### src/hdl/ftsched_pkg.sv
// Package of the thread scheduler: sizes, command and status codes, and the
// structs between the control and the ready queue. No dependencies.
package ftsched_pkg;

  localparam int MaxThreads = 16;
  localparam int SlotW      = $clog2(MaxThreads);
  localparam int CountW     = $clog2(MaxThreads + 1);
  localparam int CmdW       = 3;
  localparam int StatusW    = 2;

  typedef enum logic [CmdW-1:0] {
    CmdCreate  = 3'd0,
    CmdYield   = 3'd1,
    CmdBlock   = 3'd2,
    CmdUnblock = 3'd3,
    CmdExit    = 3'd4
  } cmd_e;

  typedef enum logic [StatusW-1:0] {
    StatDone     = 2'd0,
    StatFull     = 2'd1,
    StatNoEffect = 2'd2
  } status_e;

  typedef logic [SlotW-1:0] slot_t;

  typedef struct packed {
    logic  pop;
    logic  push;
    slot_t push_slot;
  } q_req_t;

  typedef struct packed {
    logic [CountW-1:0] count;
    slot_t             head_slot;
  } q_stat_t;

endpackage

### src/hdl/ftsched_ram.sv
// Generic single-port-write, single-port-read RAM with a registered read.
// No dependencies.
module ftsched_ram #(
  parameter int Width = 8,
  parameter int Depth = 16
) (
  input  logic                     clk_i,
  input  logic                     we_i,
  input  logic [$clog2(Depth)-1:0] waddr_i,
  input  logic [Width-1:0]         wdata_i,
  input  logic [$clog2(Depth)-1:0] raddr_i,
  output logic [Width-1:0]         rdata_o
);

  logic [Width-1:0] mem_q [Depth];
  logic [Width-1:0] rdata_q;

  always_ff @(posedge clk_i) begin
    if (we_i) begin
      mem_q[waddr_i] <= wdata_i;
    end
    rdata_q <= mem_q[raddr_i];
  end

  assign rdata_o = rdata_q;

endmodule

### src/hdl/ftsched_queue.sv
// Circular ready queue: head, tail and fill count around one RAM.
// Depends on ftsched_pkg and ftsched_ram.
module ftsched_queue (
  input  logic                clk_i,
  input  logic                rst_ni,
  input  ftsched_pkg::q_req_t req_i,
  output ftsched_pkg::q_stat_t stat_o
);

  ftsched_pkg::slot_t                 head_q, head_d, tail_q, tail_d;
  logic [ftsched_pkg::CountW-1:0]     count_q, count_d, count_popped;
  logic                               push_ok;
  ftsched_pkg::slot_t                 head_slot;

  assign count_popped = count_q - ftsched_pkg::CountW'(req_i.pop);
  assign push_ok = req_i.push &&
                   (count_popped < ftsched_pkg::CountW'(ftsched_pkg::MaxThreads));

  always_comb begin
    head_d  = head_q;
    tail_d  = tail_q;
    if (req_i.pop) begin
      head_d = (head_q == ftsched_pkg::SlotW'(ftsched_pkg::MaxThreads - 1)) ?
               '0 : head_q + 1'b1;
    end
    if (push_ok) begin
      tail_d = (tail_q == ftsched_pkg::SlotW'(ftsched_pkg::MaxThreads - 1)) ?
               '0 : tail_q + 1'b1;
    end
    count_d = count_popped + ftsched_pkg::CountW'(push_ok);
  end

  always_ff @(posedge clk_i or negedge rst_ni) begin
    if (!rst_ni) begin
      head_q  <= '0;
      tail_q  <= '0;
      count_q <= '0;
    end else begin
      head_q  <= head_d;
      tail_q  <= tail_d;
      count_q <= count_d;
    end
  end

  ftsched_ram #(
    .Width(ftsched_pkg::SlotW),
    .Depth(ftsched_pkg::MaxThreads)
  ) u_ram (
    .clk_i  (clk_i),
    .we_i   (push_ok),
    .waddr_i(tail_q),
    .wdata_i(req_i.push_slot),
    .raddr_i(head_q),
    .rdata_o(head_slot)
  );

  assign stat_o.count     = count_q;
  assign stat_o.head_slot = head_slot;

endmodule

### src/hdl/ftsched_ctrl.sv
// Scheduler control: command sequencing, slot state bits and the result item.
// Depends on ftsched_pkg.
module ftsched_ctrl (
  input  logic                         clk_i,
  input  logic                         rst_ni,
  input  logic                         start_i,
  output logic                         busy_o,
  input  logic [ftsched_pkg::CmdW-1:0] command_i,
  input  ftsched_pkg::slot_t           target_i,
  input  ftsched_pkg::q_stat_t         q_stat_i,
  output ftsched_pkg::q_req_t          q_req_o,
  output logic                         done_o,
  output ftsched_pkg::slot_t           running_o,
  output ftsched_pkg::slot_t           made_o,
  output logic                         switched_o,
  output logic [ftsched_pkg::StatusW-1:0] status_o
);

  typedef enum logic {StIdle, StExec} state_e;

  localparam logic [ftsched_pkg::MaxThreads-1:0] FreeReset =
    {{(ftsched_pkg::MaxThreads - 1){1'b1}}, 1'b0};

  state_e                               state_q, state_d;
  ftsched_pkg::cmd_e                    cmd_q;
  ftsched_pkg::slot_t                   tgt_q;
  ftsched_pkg::slot_t                   cur_q, cur_d;
  logic                                 cur_run_q, cur_run_d;
  logic [ftsched_pkg::MaxThreads-1:0]   free_q, free_d, blocked_q, blocked_d;
  logic                                 done_q;
  ftsched_pkg::slot_t                   running_q, made_q, made_d;
  logic                                 switched_q;
  ftsched_pkg::status_e                 status_q, status_d;
  logic                                 found;
  ftsched_pkg::slot_t                   pick;
  ftsched_pkg::q_req_t                  req;
  logic                                 q_nonempty;

  assign q_nonempty = (q_stat_i.count != '0);

  always_comb begin
    found = 1'b0;
    pick  = '0;
    for (int i = ftsched_pkg::MaxThreads - 1; i >= 1; i--) begin
      if (free_q[i]) begin
        found = 1'b1;
        pick  = ftsched_pkg::SlotW'(i);
      end
    end
  end

  always_comb begin
    state_d   = state_q;
    cur_d     = cur_q;
    cur_run_d = cur_run_q;
    free_d    = free_q;
    blocked_d = blocked_q;
    made_d    = '0;
    status_d  = ftsched_pkg::StatDone;
    req       = '0;
    unique case (state_q)
      StIdle: begin
        if (start_i) begin
          state_d = StExec;
        end
      end
      StExec: begin
        state_d = StIdle;
        unique case (cmd_q)
          ftsched_pkg::CmdCreate: begin
            if (found) begin
              free_d[pick]  = 1'b0;
              req.push      = 1'b1;
              req.push_slot = pick;
              made_d        = pick;
            end else begin
              status_d = ftsched_pkg::StatFull;
            end
          end
          ftsched_pkg::CmdYield: begin
            if (q_nonempty) begin
              req.pop = 1'b1;
              if (cur_run_q) begin
                req.push      = 1'b1;
                req.push_slot = cur_q;
              end
              cur_d     = q_stat_i.head_slot;
              cur_run_d = 1'b1;
            end else begin
              status_d = ftsched_pkg::StatNoEffect;
            end
          end
          ftsched_pkg::CmdBlock: begin
            blocked_d[cur_q] = 1'b1;
            if (q_nonempty) begin
              req.pop   = 1'b1;
              cur_d     = q_stat_i.head_slot;
              cur_run_d = 1'b1;
            end else begin
              cur_run_d = 1'b0;
            end
          end
          ftsched_pkg::CmdUnblock: begin
            if ((int'(tgt_q) < ftsched_pkg::MaxThreads) && blocked_q[tgt_q]) begin
              blocked_d[tgt_q] = 1'b0;
              if (tgt_q == cur_q) begin
                cur_run_d = 1'b1;
              end else begin
                req.push      = 1'b1;
                req.push_slot = tgt_q;
              end
            end else begin
              status_d = ftsched_pkg::StatNoEffect;
            end
          end
          ftsched_pkg::CmdExit: begin
            if (cur_q == '0) begin
              status_d = ftsched_pkg::StatNoEffect;
            end else begin
              free_d[cur_q]    = 1'b1;
              blocked_d[cur_q] = 1'b0;
              if (q_nonempty) begin
                req.pop = 1'b1;
                cur_d   = q_stat_i.head_slot;
              end else begin
                cur_d = '0;
              end
              blocked_d[cur_d] = 1'b0;
              free_d[cur_d]    = 1'b0;
              cur_run_d        = 1'b1;
            end
          end
          default: begin
            status_d = ftsched_pkg::StatNoEffect;
          end
        endcase
      end
      default: begin
        state_d = StIdle;
      end
    endcase
  end

  always_ff @(posedge clk_i or negedge rst_ni) begin
    if (!rst_ni) begin
      state_q    <= StIdle;
      cmd_q      <= ftsched_pkg::CmdYield;
      tgt_q      <= '0;
      cur_q      <= '0;
      cur_run_q  <= 1'b1;
      free_q     <= FreeReset;
      blocked_q  <= '0;
      done_q     <= 1'b0;
      running_q  <= '0;
      made_q     <= '0;
      switched_q <= 1'b0;
      status_q   <= ftsched_pkg::StatDone;
    end else begin
      state_q   <= state_d;
      cur_q     <= cur_d;
      cur_run_q <= cur_run_d;
      free_q    <= free_d;
      blocked_q <= blocked_d;
      done_q    <= (state_q == StExec);
      if (state_q == StIdle && start_i) begin
        cmd_q <= ftsched_pkg::cmd_e'(command_i);
        tgt_q <= target_i;
      end
      if (state_q == StExec) begin
        running_q  <= cur_d;
        made_q     <= made_d;
        switched_q <= (cur_d != cur_q);
        status_q   <= status_d;
      end
    end
  end

  assign busy_o     = (state_q == StExec);
  assign q_req_o    = req;
  assign done_o     = done_q;
  assign running_o  = running_q;
  assign made_o     = made_q;
  assign switched_o = switched_q;
  assign status_o   = status_q;

endmodule

### src/hdl/fifo_thread_scheduler_top.sv
// Top level of the cooperative FIFO thread scheduler.
// Depends on ftsched_pkg, ftsched_ctrl and ftsched_queue.
//
// Usage: an item (command_i, target_thread_i) is taken at a rising edge with
// start high and busy low. Commands are create, yield, block, unblock and
// exit; codes five to seven only report no effect.
// The result item (running_thread_o, new_thread_o, switched_o, status_o) is
// shown for exactly one cycle with done_o high; the accepting edge registers
// the item and enters the execute state, whose end registers the result. The
// receiver cannot hold it off. In the idle state the head of the ready queue is
// read from its RAM; the execute state updates the slot state and writes the
// queue back. busy is high in the execute state, so a new item can be taken
// only once that state is over, also in the cycle that shows the previous result.
// Reset makes slot 0 (the idle thread) running, all other slots free and the
// ready queue empty. No clearing pass is needed: the queue RAM is read only at
// entries that were written.
module fifo_thread_scheduler_top (
  input  logic                            clk_i,
  input  logic                            rst_ni,
  input  logic                            start,
  output logic                            busy,
  input  logic [ftsched_pkg::CmdW-1:0]    command_i,
  input  logic [ftsched_pkg::SlotW-1:0]   target_thread_i,
  output logic                            done_o,
  output logic [ftsched_pkg::SlotW-1:0]   running_thread_o,
  output logic [ftsched_pkg::SlotW-1:0]   new_thread_o,
  output logic                            switched_o,
  output logic [ftsched_pkg::StatusW-1:0] status_o
);

  ftsched_pkg::q_req_t  q_req;
  ftsched_pkg::q_stat_t q_stat;

  ftsched_ctrl u_ctrl (
    .clk_i     (clk_i),
    .rst_ni    (rst_ni),
    .start_i   (start),
    .busy_o    (busy),
    .command_i (command_i),
    .target_i  (target_thread_i),
    .q_stat_i  (q_stat),
    .q_req_o   (q_req),
    .done_o    (done_o),
    .running_o (running_thread_o),
    .made_o    (new_thread_o),
    .switched_o(switched_o),
    .status_o  (status_o)
  );

  ftsched_queue u_queue (
    .clk_i (clk_i),
    .rst_ni(rst_ni),
    .req_i (q_req),
    .stat_o(q_stat)
  );

endmodule

### config.mk
export PLATFORM = sky130hd
export DESIGN_NAME = fifo_thread_scheduler_top
export DESIGN_NICKNAME = d
export VERILOG_FILES = /design/src/hdl/ftsched_pkg.sv /design/src/hdl/ftsched_ram.sv /design/src/hdl/ftsched_queue.sv /design/src/hdl/ftsched_ctrl.sv /design/src/hdl/fifo_thread_scheduler_top.sv
export SDC_FILE = /design/constraint.sdc
export NUM_CORES = 1
export LEC_CHECK = 0
export ABC_CLOCK_PERIOD_IN_PS = 8800
export BUFFER_PORTS_ARGS = -buffer_cell sky130_fd_sc_hd__buf_4
export CAP_MARGIN = 5
export CORE_UTILIZATION = 61
export CTS_CLUSTER_SIZE = 30
export DETAILED_ROUTE_END_ITERATION = 10
export GPL_ROUTABILITY_DRIVEN = 0
export PLACE_DENSITY_LB_ADDON = 0.1
export REMOVE_ABC_BUFFERS = 1
export SYNTH_ARGS = -nofsm -noshare
export SYNTH_HDL_FRONTEND = slang
export SYNTH_SLANG_ARGS = --single-unit
export TNS_END_PERCENT = 30
### constraint.sdc
create_clock -name clk_i -period 8.8 [get_ports clk_i]
set_input_delay 0.88 -clock clk_i [delete_from_list [all_inputs] [get_ports clk_i]]
set_output_delay 0.88 -clock clk_i [all_outputs]
set_load 0.02 [all_outputs]
==> flow_summary.toml, run 1 <==
[logic_synthesis]
synth.avg_cell_area_um2 = 11.49
ys_seq_area_share_pct = 54.13
synthAdderAreaFrac_pct = 1.625
yosys.area_share.xor_xnor_pct = 1.517
synth_edf_count = 64
ys_seq_elements = 137
synth_compound_area_share_pct = 15.57
synthSimpleGateAreaFrac_pct = 13.74
yosysWarnings = 0
synth_ff_type = "edfxtp_1"
synth_mux_area_share_pct = 10.19
synth.cell_area_mm2 = 0.006928
synthCells = 603
ys_async_sr_fraction_pct = 50.36
yosysUniqueCellTypes = 64
synth_top_family_by_area = "compound AO/OA/AOI/OAI gates"

[route]
wire_per_inst_um = 22.86
dr.pass1.iters = 5
via_per_inst = 6.895
drt-initial-drc-count = 564
drtAntennaViolNets = 0
drc_errors = 0
num_vias = 5240
wirelength_um = 17370

[worst_setup_path]
cp-end-kind = "flop"
ff2ff_setup_slack_ns = 4.58
cp_slowest_cell = "or4_1"
crit_arrival_ns = 4.51
crit_start = "u_queue.count_q[2]$_DFF_PN0_"
start_kind = "flop"
critPathKind = "flop to flop"
r2r-end = "u_queue.count_q[4]$_DFF_PN0_"
worstPathCellList = "or4_1 > nand2b_1 > o211a_1 > ha_1 > ha_1 > nand2b_1 > nor2_1 > xor2_1 > nor2_1 > and2_0 > ha_1 > ha_1 > nor2_1 > a21oi_1 > o21ai_0 > xor2_1"
cp_max_fo = 16
cp_top_family = "simple AND/OR/NAND/NOR gates"
cp_num_cells = 16
r2r_start = "u_queue.count_q[2]$_DFF_PN0_"
crit_top_cell = "ha_1"
worstSetupEndpoint = "u_queue.count_q[4]$_DFF_PN0_"
crit_required_ns = 9.10
worstRegToRegCells = 16
crit_buf_inv = 0
slowest_delay_ns = 0.58

[grt]
grt_overflow = 0
grt_max_degree = 70
grt_pass1_vias = 5053
track_usage_pct = 32.56
antenna_found_initial = 0
grt_pass1_wl_um = 27770

[timing]
fin_worst_skew_ns = 0.007365
fin_crit_sh_pct = 47.90
slew_viol_final = 0
fin_ws_ns = 4.585
slew_headroom_pct = 15.40
max_freq_ghz = 0.2372
finalCriticalPeriod_ns = 4.215
finalSetupViolCount = 0
tns_ns = 0
worst_pin_slew_ns = 1.264
hold_viol = 0
rsz0062_at_grt = "no"

[cells_and_area]
antenna_cells = 0
finalNetCount = 627
seqCellArea_mm2 = 0.003750
fillCellCount = 788
multiInputGateArea_mm2 = 0.002954
syn_to_final_growth_pct = 10.71
final_util_pct = 70.14
layout-drive-gt1-share_pct = 19.03

[cts]
cts_setup_buffers = 0
cts_inserted_buffers = 17
clock-sinks = 137
clkLatencyLatePin_ns = 0.42
cts_max_level = 4
cts_hold_buf = 0
cts_max_path_buffers = 2
clkTransAtPathRegs_ns = 0.06
cts_tree = "yes"
postCtsResizedCells = 0
clockRootBuffer = "clkbuf_16"

[die]
std_cell_rows = 38
die_h_um = 108.6
die_area_mm2 = 0.01179
start_util_pct = 63.35
core_area_mm2 = 0.01094
die_w_um = 108.6
pin_count = 23

[placed_design]
portBuffers = 22
dp_hpwl_um = 11810
place_ws_ns = 4.701

[worst_hold_path]
hp-start = "u_ctrl.blocked_q[7]$_DFFE_PN0P_"
hold_path.class = "flop to flop"

[pwr]
vdd_drop_max_uv = 226.5
power_leakage_uw = 0.002809
powerDensity_mw_per_mm2 = 299.2

[run]
drv_cap = 0

[run_status]
status = "finished, final reports clean"
[metrics by stage]
stage | instances | total power, uW | hold WS [ns] | cell area (um^2)
floorplan | 563 | 1393 | 0.4571 | 6756
global placement | 728 | 1603 | 0.4768 | 7119
detailed placement | 728 | 1628 | 0.4848 | 7119
CTS | 759 | 2287 | 0.5012 | 7662
global route | 760 | 2407 | 0.5331 | 7670
finish | 760 | 2295 | 0.5045 | 7670
[cells in the final DEF, fill, tap and decap left out, types with 4 or more instances in the layout]
master and instances:
edfxtp_1 64, nor2_1 61, dfrtp_1 52, a21oi_1 46, nand2_1 35, nor3_1 29, buf_4 26, mux4_2 22
o21ai_0 18, nand2b_1 17, clkbuf_16 17, dfstp_2 17, mux2_2 16, inv_1 14, a211oi_1 11, a221oi_1 11
nor2b_1 10, a31oi_1 10, ha_1 9, a22o_1 8, nor4_1 7, xor2_1 7, o31ai_1 7, nand3_1 6
and3_1 6, o21a_1 5, xnor2_1 5, clkinvlp_4 5, and2_1 4, a22oi_1 4, dfxtp_1 4
[sequential cells by signal, summed over array words and instances (netlist names)]
register	cells
u_ctrl.switched_o	1
u_queue.tail_q	4
u_queue.count_q	5
u_ctrl.tgt_q	4
u_queue.u_ram.mem_q	64
u_ctrl.busy_o	1
u_ctrl.cmd_q	3
u_ctrl.running_o	4
u_ctrl.done_o	1
u_ctrl.cur_q	4
u_queue.u_ram.rdata_o	4
u_ctrl.cur_run_q	1
u_ctrl.status_o	2
u_ctrl.made_o	4
u_queue.head_q	4
u_ctrl.free_q	15
u_ctrl.blocked_q	16
[cells by family after synthesis]
kind of cell / count (synthesis)
simple gates: 194
compound gates: 156
flops: 137
buf+inv: 54
mux: 41
xor+xnor: 12
fa+ha+maj: 9
[area by class of cell]
| type | instances | area share (%) |
|---|---|---|
| clock buffers | 17 | 5.546 |
| clock inverters | 14 | 1.533 |
| multi-input cells | 412 | 38.52 |
| repair buffers | 26 | 2.545 |
| inverters | 14 | 0.6852 |
| well taps | 140 | 2.284 |
| flip-flops and latches | 137 | 48.89 |
[power breakdown]
| group | internal [uW] | switching, uW |
|---|---|---|
| combinational | 292 | 383 |
| clock | 364 | 286 |
| sequential | 773 | 198 |
| total | 1430 | 866 |
[layer usage]
metal	GRT usage, %	vias to the layer above	wire length, um
met1	41.20	2525	6514
met4	17.18	0	810
met3	6.450	72	1393
met2	53.12	330	8655
li1	-	2313	-
met5	0	-	0
[how the worst min path moves through the flow]
stage | slack (ns) | to | cells past startpoint
after CTS | 0.50 | u_ctrl.blocked_q[15]$_DFFE_PN0P_ | 2
after detailed placement | 0.48 | u_ctrl.blocked_q[15]$_DFFE_PN0P_ | 2
final | 0.50 | u_ctrl.blocked_q[7]$_DFFE_PN0P_ | 2
after global routing | 0.53 | u_ctrl.blocked_q[15]$_DFFE_PN0P_ | 2
after global placement | 0.48 | u_ctrl.blocked_q[15]$_DFFE_PN0P_ | 2
after floorplan | 0.46 | u_ctrl.blocked_q[15]$_DFFE_PN0P_ | 2
[worst min-delay path: stages (launching register included)]
cell     delay [ns]
dfrtp_1        0.35
a21oi_1        0.04
nor2_1         0.07
[Yosys cell counts, types with 4 or more instances]
cell type   n  area (um^2)
a211oi_1   11        82.58
a21oi_1    46        230.2
a221oi_1   11        96.34
a22o_1      8        70.07
a22oi_1     4        30.03
a31oi_1    10        62.56
and2_1      4        25.02
and3_1      6        37.54
buf_1       4        15.01
buf_2       5        25.02
clkbuf_1   29        108.9
dfrtp_1    52         1301
dfstp_2    17        446.7
dfxtp_1     4        80.08
edfxtp_1   64         1922
ha_1        9        112.6
inv_1      14        52.55
mux2_2     16        180.2
mux4_2     22        495.5
nand2_1    35        131.4
nand2b_1   17        106.4
nand3_1     6        30.03
nor2_1     61        229.0
nor2b_1    10        62.56
nor3_1     29        145.1
nor4_1      7        43.79
o21a_1      5        37.54
o21ai_0    18        90.09
o31ai_1     7        52.55
xnor2_1     5        43.79
xor2_1      7        61.31
No activity file was read; power rests on OpenSTA's default activity.
==> run 2, diff against run 1 <==
--- a/config.mk
+++ b/config.mk
@@ -5,7 +5,7 @@
 export SDC_FILE = /design/constraint.sdc
 export NUM_CORES = 1
 export LEC_CHECK = 0
-export ABC_CLOCK_PERIOD_IN_PS = 8800
+export ABC_CLOCK_PERIOD_IN_PS = 3900
 export BUFFER_PORTS_ARGS = -buffer_cell sky130_fd_sc_hd__buf_4
 export CAP_MARGIN = 5
 export CORE_UTILIZATION = 61
==> constraint.sdc (replaced) <==
create_clock -name clk_i -period 3.9 [get_ports clk_i]
set_input_delay 0.39 -clock clk_i [delete_from_list [all_inputs] [get_ports clk_i]]
set_output_delay 0.39 -clock clk_i [all_outputs]
set_load 0.02 [all_outputs]
==> run 2 against run 1 <==
Die area unchanged. Non-clock buffer count up 13. Clock skew up 0.0015 ns. Critical path depth unchanged. Sequential power up 120%. Power up 140%. Clock-buffer cell count up 2. Core utilization up 1.5 points. First-iteration DRC count down 5.9%. Clock power rose to 2.5 times the previous value.
==> flow_summary.toml, run 2 (synthesized netlist as in run 1, its figures left out) <==
[run_status]
status = "finished, final reports clean"

[cts]
clock-sinks = 137
clkTransAtPathRegs_ns = 0.06
cts_tree = "yes"
clockRootBuffer = "clkbuf_16"
cts_max_path_buffers = 2
cts_inserted_buffers = 17
cts_max_level = 4
cts_hold_buf = 0
clkLatencyLatePin_ns = 0.43

[die]
die_w_um = 108.6
die_h_um = 108.6
core_area_mm2 = 0.01094
pin_count = 23
start_util_pct = 63.35
std_cell_rows = 38
die_area_mm2 = 0.01179

[grt]
track_usage_pct = 32.54
grt_pass1_vias = 5116
antenna_found_initial = 0
grt_pass1_wl_um = 27670
grt_overflow = 0
grt_max_degree = 70

[cells_and_area]
seqCellArea_mm2 = 0.003750
final_cell_count_no_fill = 774
fillCellCount = 750
largest_register = "u_queue.u_ram.mem_q"
antenna_cells = 0
finalNetCount = 640
syn_to_final_growth_pct = 13.00
multiInputGateArea_mm2 = 0.002957
final_util_pct = 71.59
layout_commonest_cell = "edfxtp_1"
final_cell_mix = "edfxtp_1 (64), nor2_1 (60), dfrtp_1 (52), a21oi_1 (46), buf_4 (39)"
top_regs = "u_queue.u_ram.mem_q: 64 flops, u_ctrl.blocked_q: 16 flops, u_ctrl.free_q: 15 flops"
layout-drive-gt1-share_pct = 20.66
largest_reg_flops = 64

[route]
wirelength_um = 17260
drtAntennaViolNets = 0
wire_per_inst_um = 22.30
dr.pass1.iters = 5
drc_errors = 0
num_vias = 5204
drt-initial-drc-count = 531
via_per_inst = 6.724

[worst_setup_path]
crit_arrival_ns = 3.99
crit_top_cell = "ha_1"
r2r_start = "u_ctrl.cmd_q[1]$_DFFE_PN0P_"
worstRegToRegCells = 16
critPathKind = "flop to flop"
cp_max_fo = 13
slowest_delay_ns = 0.53
crit_required_ns = 4.24
ff2ff_setup_slack_ns = 0.25
cp_top_family = "simple AND/OR/NAND/NOR gates"
cp-end-kind = "flop"
crit_buf_inv = 0
worstPathCellList = "or3b_2 > nor2_1 > o211a_1 > ha_1 > ha_1 > nand2b_1 > nor2_1 > xor2_1 > nor2_2 > and2_1 > ha_1 > ha_1 > nor2_1 > a21oi_1 > o21ai_0 > xor2_1"
start_kind = "flop"
cp_slowest_cell = "or3b_2"
r2r-end = "u_queue.count_q[4]$_DFF_PN0_"

[pwr]
powerDensity_mw_per_mm2 = 691.5
p_int_uw = 3466
switching_share_pct = 35.97
vdd_drop_max_uv = 536.5
power_frac_seq_pct = 39.0
power_leakage_uw = 0.002907
combPwrFrac_pct = 30.7
p_clk_share_pct = 30.2
p_switching_uw = 1947

[timing]
worst_pin_slew_ns = 1.169
fin_crit_sh_pct = 93.55
slew_viol_final = 0
fin_worst_skew_ns = 0.008859
hold_viol = 0
finalCriticalPeriod_ns = 3.649
max_freq_ghz = 0.2741
slew_headroom_pct = 22.07
rsz0062_at_grt = "no"
tns_ns = 0
finalSetupViolCount = 0

[worst_hold_path]
hold_path.class = "input pin to asynchronous set/reset pin"

[placed_design]
dp_hpwl_um = 11760
place_inst = 741
portBuffers = 22

[run]
drv_cap = 0
==> run 2: changes by cell type in the layout (fill, tap and decap cells not counted), moves of 2 or more <==
cell / before / now
buf_4: 26 / 39
clkbuf_1: 0 / 2
inv_8: 2 / 0
bufinv_16: 0 / 3
==> run 2: final cells by class <==
cell class	instances	share of cell area, %
flip-flops and latches	137	47.90
multi-input cells	412	37.77
clock buffers	19	5.530
repair buffers	39	3.740
well taps	140	2.237
clock inverters	13	2.158
inverters	14	0.6712
==> run 2: worst max-delay path by stage <==
stage,start,end,slack (ns),cells past startpoint
after floorplan,u_queue.count_q[2]$_DFF_PN0_,u_queue.count_q[4]$_DFF_PN0_,0.29,16
after detailed placement,u_queue.count_q[2]$_DFF_PN0_,u_queue.count_q[4]$_DFF_PN0_,0.18,16
after global routing,u_ctrl.cmd_q[1]$_DFFE_PN0P_,u_queue.count_q[4]$_DFF_PN0_,0.003,16
after CTS,u_queue.count_q[2]$_DFF_PN0_,u_queue.count_q[4]$_DFF_PN0_,0.12,16
after global placement,u_queue.count_q[2]$_DFF_PN0_,u_queue.count_q[4]$_DFF_PN0_,0.41,16
final,u_ctrl.cmd_q[1]$_DFFE_PN0P_,u_queue.count_q[4]$_DFF_PN0_,0.25,16
==> run 2: timing repair <==
action / 4_1_cts / 5_1_grt
setup buffers: 0 / 1
endpoints found under the hold margin: 0 / 0
resized for setup: 0 / 2
setup endpoints to repair: 0 / 2
==> run 2: through the flow <==
step	setup WS [ns]	power, uW	area, um^2	hold WS (ns)
2_1_floorplan	0.2934	3146	6756	0.09441
3_3_place_gp	0.4066	3687	7217	0.4810
3_5_place_dp	0.1794	3738	7217	0.4817
4_1_cts	0.1191	5389	7819	0.1166
5_1_grt	0.002898	5661	7829	0.1662
6_report	0.2514	5413	7829	0.09020
==> run 2: worst reg2reg max path: stages, from the launching register on <==
cell,delay [ns]
dfrtp_1,0.49
or3b_2,0.53
nor2_1,0.18
o211a_1,0.19
ha_1,0.20
ha_1,0.22
nand2b_1,0.09
nor2_1,0.12
xor2_1,0.19
nor2_2,0.07
and2_1,0.18
ha_1,0.24
ha_1,0.25
nor2_1,0.13
a21oi_1,0.06
o21ai_0,0.24
xor2_1,0.19
==> run 2: layer usage <==
metal | part of all wire (%) | vias up | GRT usage [%] | wire [um]
met5 | 0 | - | 0 | 0
met4 | 3.4 | 0 | 15.73 | 582
met3 | 6.0 | 53 | 7.113 | 1029
met2 | 51 | 240 | 53.66 | 8764
met1 | 40 | 2579 | 40.77 | 6882
li1 | - | 2332 | - | -
==> run 2: power by group through the flow <==
stage / Clock [uW] / Combinational [uW] / Sequential, uW
final: 1640 / 1660 / 2110
after global routing: 1700 / 1800 / 2160
after CTS: 1650 / 1640 / 2110
after detailed placement: 0 / 1610 / 2130
after global placement: 0 / 1580 / 2110
after floorplan: 0 / 1040 / 2110
==> run 3, diff against run 2 <==
--- a/config.mk
+++ b/config.mk
@@ -13,7 +13,6 @@
 export DETAILED_ROUTE_END_ITERATION = 10
 export GPL_ROUTABILITY_DRIVEN = 0
 export PLACE_DENSITY_LB_ADDON = 0.1
-export REMOVE_ABC_BUFFERS = 1
 export SYNTH_ARGS = -nofsm -noshare
 export SYNTH_HDL_FRONTEND = slang
 export SYNTH_SLANG_ARGS = --single-unit
==> run 3 against run 2 <==
Cell area decreased by 0.11%. Non-clock buffer count fell by 2. Sequential cell count stayed put. Clock-buffer cell count fell by 2. Core utilization fell by 0.080 points. Critical path type unchanged. Largest power group unchanged.
==> flow_summary.toml, run 3 (synthesized netlist as in run 1, its figures left out) <==
[run_status]
status = "finished, final reports clean"

[timing]
fin_crit_sh_pct = 92.07
slew_viol_final = 0
slew_headroom_pct = 20.99
finalSetupViolCount = 0
worst_pin_slew_ns = 1.185
tns_ns = 0
rsz0062_at_grt = "no"
timing.hold.ws_ns = 0.08657
fin_worst_skew_ns = 0.01154
max_freq_ghz = 0.2785
hold_viol = 0
fin_ws_ns = 0.3093
finalCriticalPeriod_ns = 3.591

[cts]
cts_max_level = 4
clockRootBuffer = "clkbuf_16"
cts_tree = "yes"
cts_max_path_buffers = 2
clkTransAtPathRegs_ns = 0.06
clkLatencyLatePin_ns = 0.43
clock-sinks = 137
cts_inserted_buffers = 17

[cells_and_area]
final_area_mm2 = 0.007820
layout_commonest_cell = "edfxtp_1"
antenna_cells = 0
syn_to_final_growth_pct = 12.88
final_cell_mix = "edfxtp_1 (64), nor2_1 (60), dfrtp_1 (52), a21oi_1 (46), buf_4 (37)"
fillCellCount = 750
top_regs = "u_queue.u_ram.mem_q: 64 flops, u_ctrl.blocked_q: 16 flops, u_ctrl.free_q: 15 flops"
largest_register = "u_queue.u_ram.mem_q"
largest_reg_flops = 64
finalNetCount = 638
layout-drive-gt1-share_pct = 20.73

[die]
core_area_mm2 = 0.01094
pin_count = 23
die_h_um = 108.6
die_area_mm2 = 0.01179
start_util_pct = 63.35
std_cell_rows = 38
die_w_um = 108.6

[worst_setup_path]
crit_arrival_ns = 3.95
cp-end-kind = "flop"
start_kind = "flop"
crit_required_ns = 4.26
critPathKind = "flop to flop"
cp_max_fo = 13

[route]
drc_errors = 0
drt-initial-drc-count = 640
drtAntennaViolNets = 0
wire_per_inst_um = 23.04
dr.pass1.iters = 5
wirelength_um = 17790
via_per_inst = 6.833
num_vias = 5275

[placed_design]
dpl_cell_area_mm2 = 0.007202
dp_hpwl_um = 11940
place_ws_ns = 0.1654
portBuffers = 22

[grt]
grt_overflow = 0
grt_pass1_vias = 5158
grt_max_degree = 70
track_usage_pct = 33.12
antenna_found_initial = 0
grt_pass1_wl_um = 28320

[pwr]
power_leakage_uw = 0.002911
p_switching_uw = 2024
powerDensity_mw_per_mm2 = 696.5
p_int_uw = 3422
vdd_drop_max_uv = 573.8
switching_share_pct = 37.17
combPwrFrac_pct = 30.7
power_frac_seq_pct = 39.0
p_clk_share_pct = 30.4

[logic_synthesis]
synth_nets = 622

[run]
drv_cap = 0

[worst_hold_path]
hold_path.class = "input pin to asynchronous set/reset pin"
[run 3: changes by cell type in the layout (fill, tap and decap cells not counted), moves of 2 or more]
| cell | before | now |
|---|---|---|
| inv_8 | 0 | 3 |
| clkbuf_1 | 2 | 0 |
| inv_6 | 3 | 5 |
| buf_4 | 39 | 37 |
| clkinvlp_4 | 4 | 2 |
[run 3: per-stage QoR]
stage	std cells	utilization, %	power [uW]
3_3_place_gp	739	65.86	3709
4_1_cts	771	71.42	5418
3_5_place_dp	739	65.86	3757
2_1_floorplan	603	-	3203
6_report	772	71.51	5446
5_1_grt	772	71.51	5690
[run 3: critical path: stages (launching register included)]
cell and delay (ns):
dfrtp_1 0.51, or3b_2 0.52, nor2_1 0.20, o211a_1 0.20
ha_1 0.18, ha_1 0.22, nand2b_1 0.10, nor2_1 0.14
xor2_1 0.18, nor2_2 0.07, and2_1 0.18, ha_1 0.24
ha_1 0.23, nor2_1 0.11, a21oi_1 0.05, o21ai_0 0.22
xor2_1 0.16
[run 3: worst paths after layout]
check                                                 from                               to  slack, ns  cells after the start
min                                                 rst_ni  u_ctrl.blocked_q[8]$_DFFE_PN0P_       0.09                      1
max                            u_ctrl.cmd_q[1]$_DFFE_PN0P_     u_queue.count_q[4]$_DFF_PN0_       0.31                     16
min reg2reg                u_ctrl.blocked_q[0]$_DFFE_PN0P_  u_ctrl.blocked_q[0]$_DFFE_PN0P_       0.50                      1
max reg2reg                    u_ctrl.cmd_q[1]$_DFFE_PN0P_     u_queue.count_q[4]$_DFF_PN0_       0.31                     16
max in group asynchronous                           rst_ni    u_queue.head_q[0]$_DFFE_PN0P_       3.27                      1
min in group clk_i                            command_i[0]      u_ctrl.cmd_q[0]$_DFFE_PN1P_       0.17                      3
[run 3: timing repair]
item	4_1_cts	5_1_grt
setup endpoints to repair	0	2
hold buffers	0	0
resized for setup	0	2
setup buffers	0	1
[run 3: power by group through the flow]
stage | sequential (uW) | clock, uW | combinational, uW
detailed placement | 2130 | 0 | 1630
global placement | 2120 | 0 | 1590
floorplan | 1970 | 0 | 1230
global route | 2150 | 1730 | 1810
finish | 2120 | 1650 | 1670
CTS | 2110 | 1660 | 1640
[run 3: per-layer routing]
| metal | wire length [um] | global-route usage (%) |
|---|---|---|
| met1 | 7068 | 42.40 |
| met2 | 8996 | 54.07 |
| met3 | 1232 | 8.258 |
| met4 | 492 | 13.42 |
| met5 | 0 | 0 |
[run 3: final cells by class]
class | instances | area [um^2] | share of cell area [%]
sequential | 137 | 3750 | 47.95
multi-input combinational | 412 | 2957 | 37.81
clock buffer | 17 | 425.4 | 5.440
timing repair buffer | 37 | 277.8 | 3.552
clock inverter | 15 | 182.7 | 2.336
tap | 140 | 175.2 | 2.240
inverter | 14 | 52.55 | 0.6720
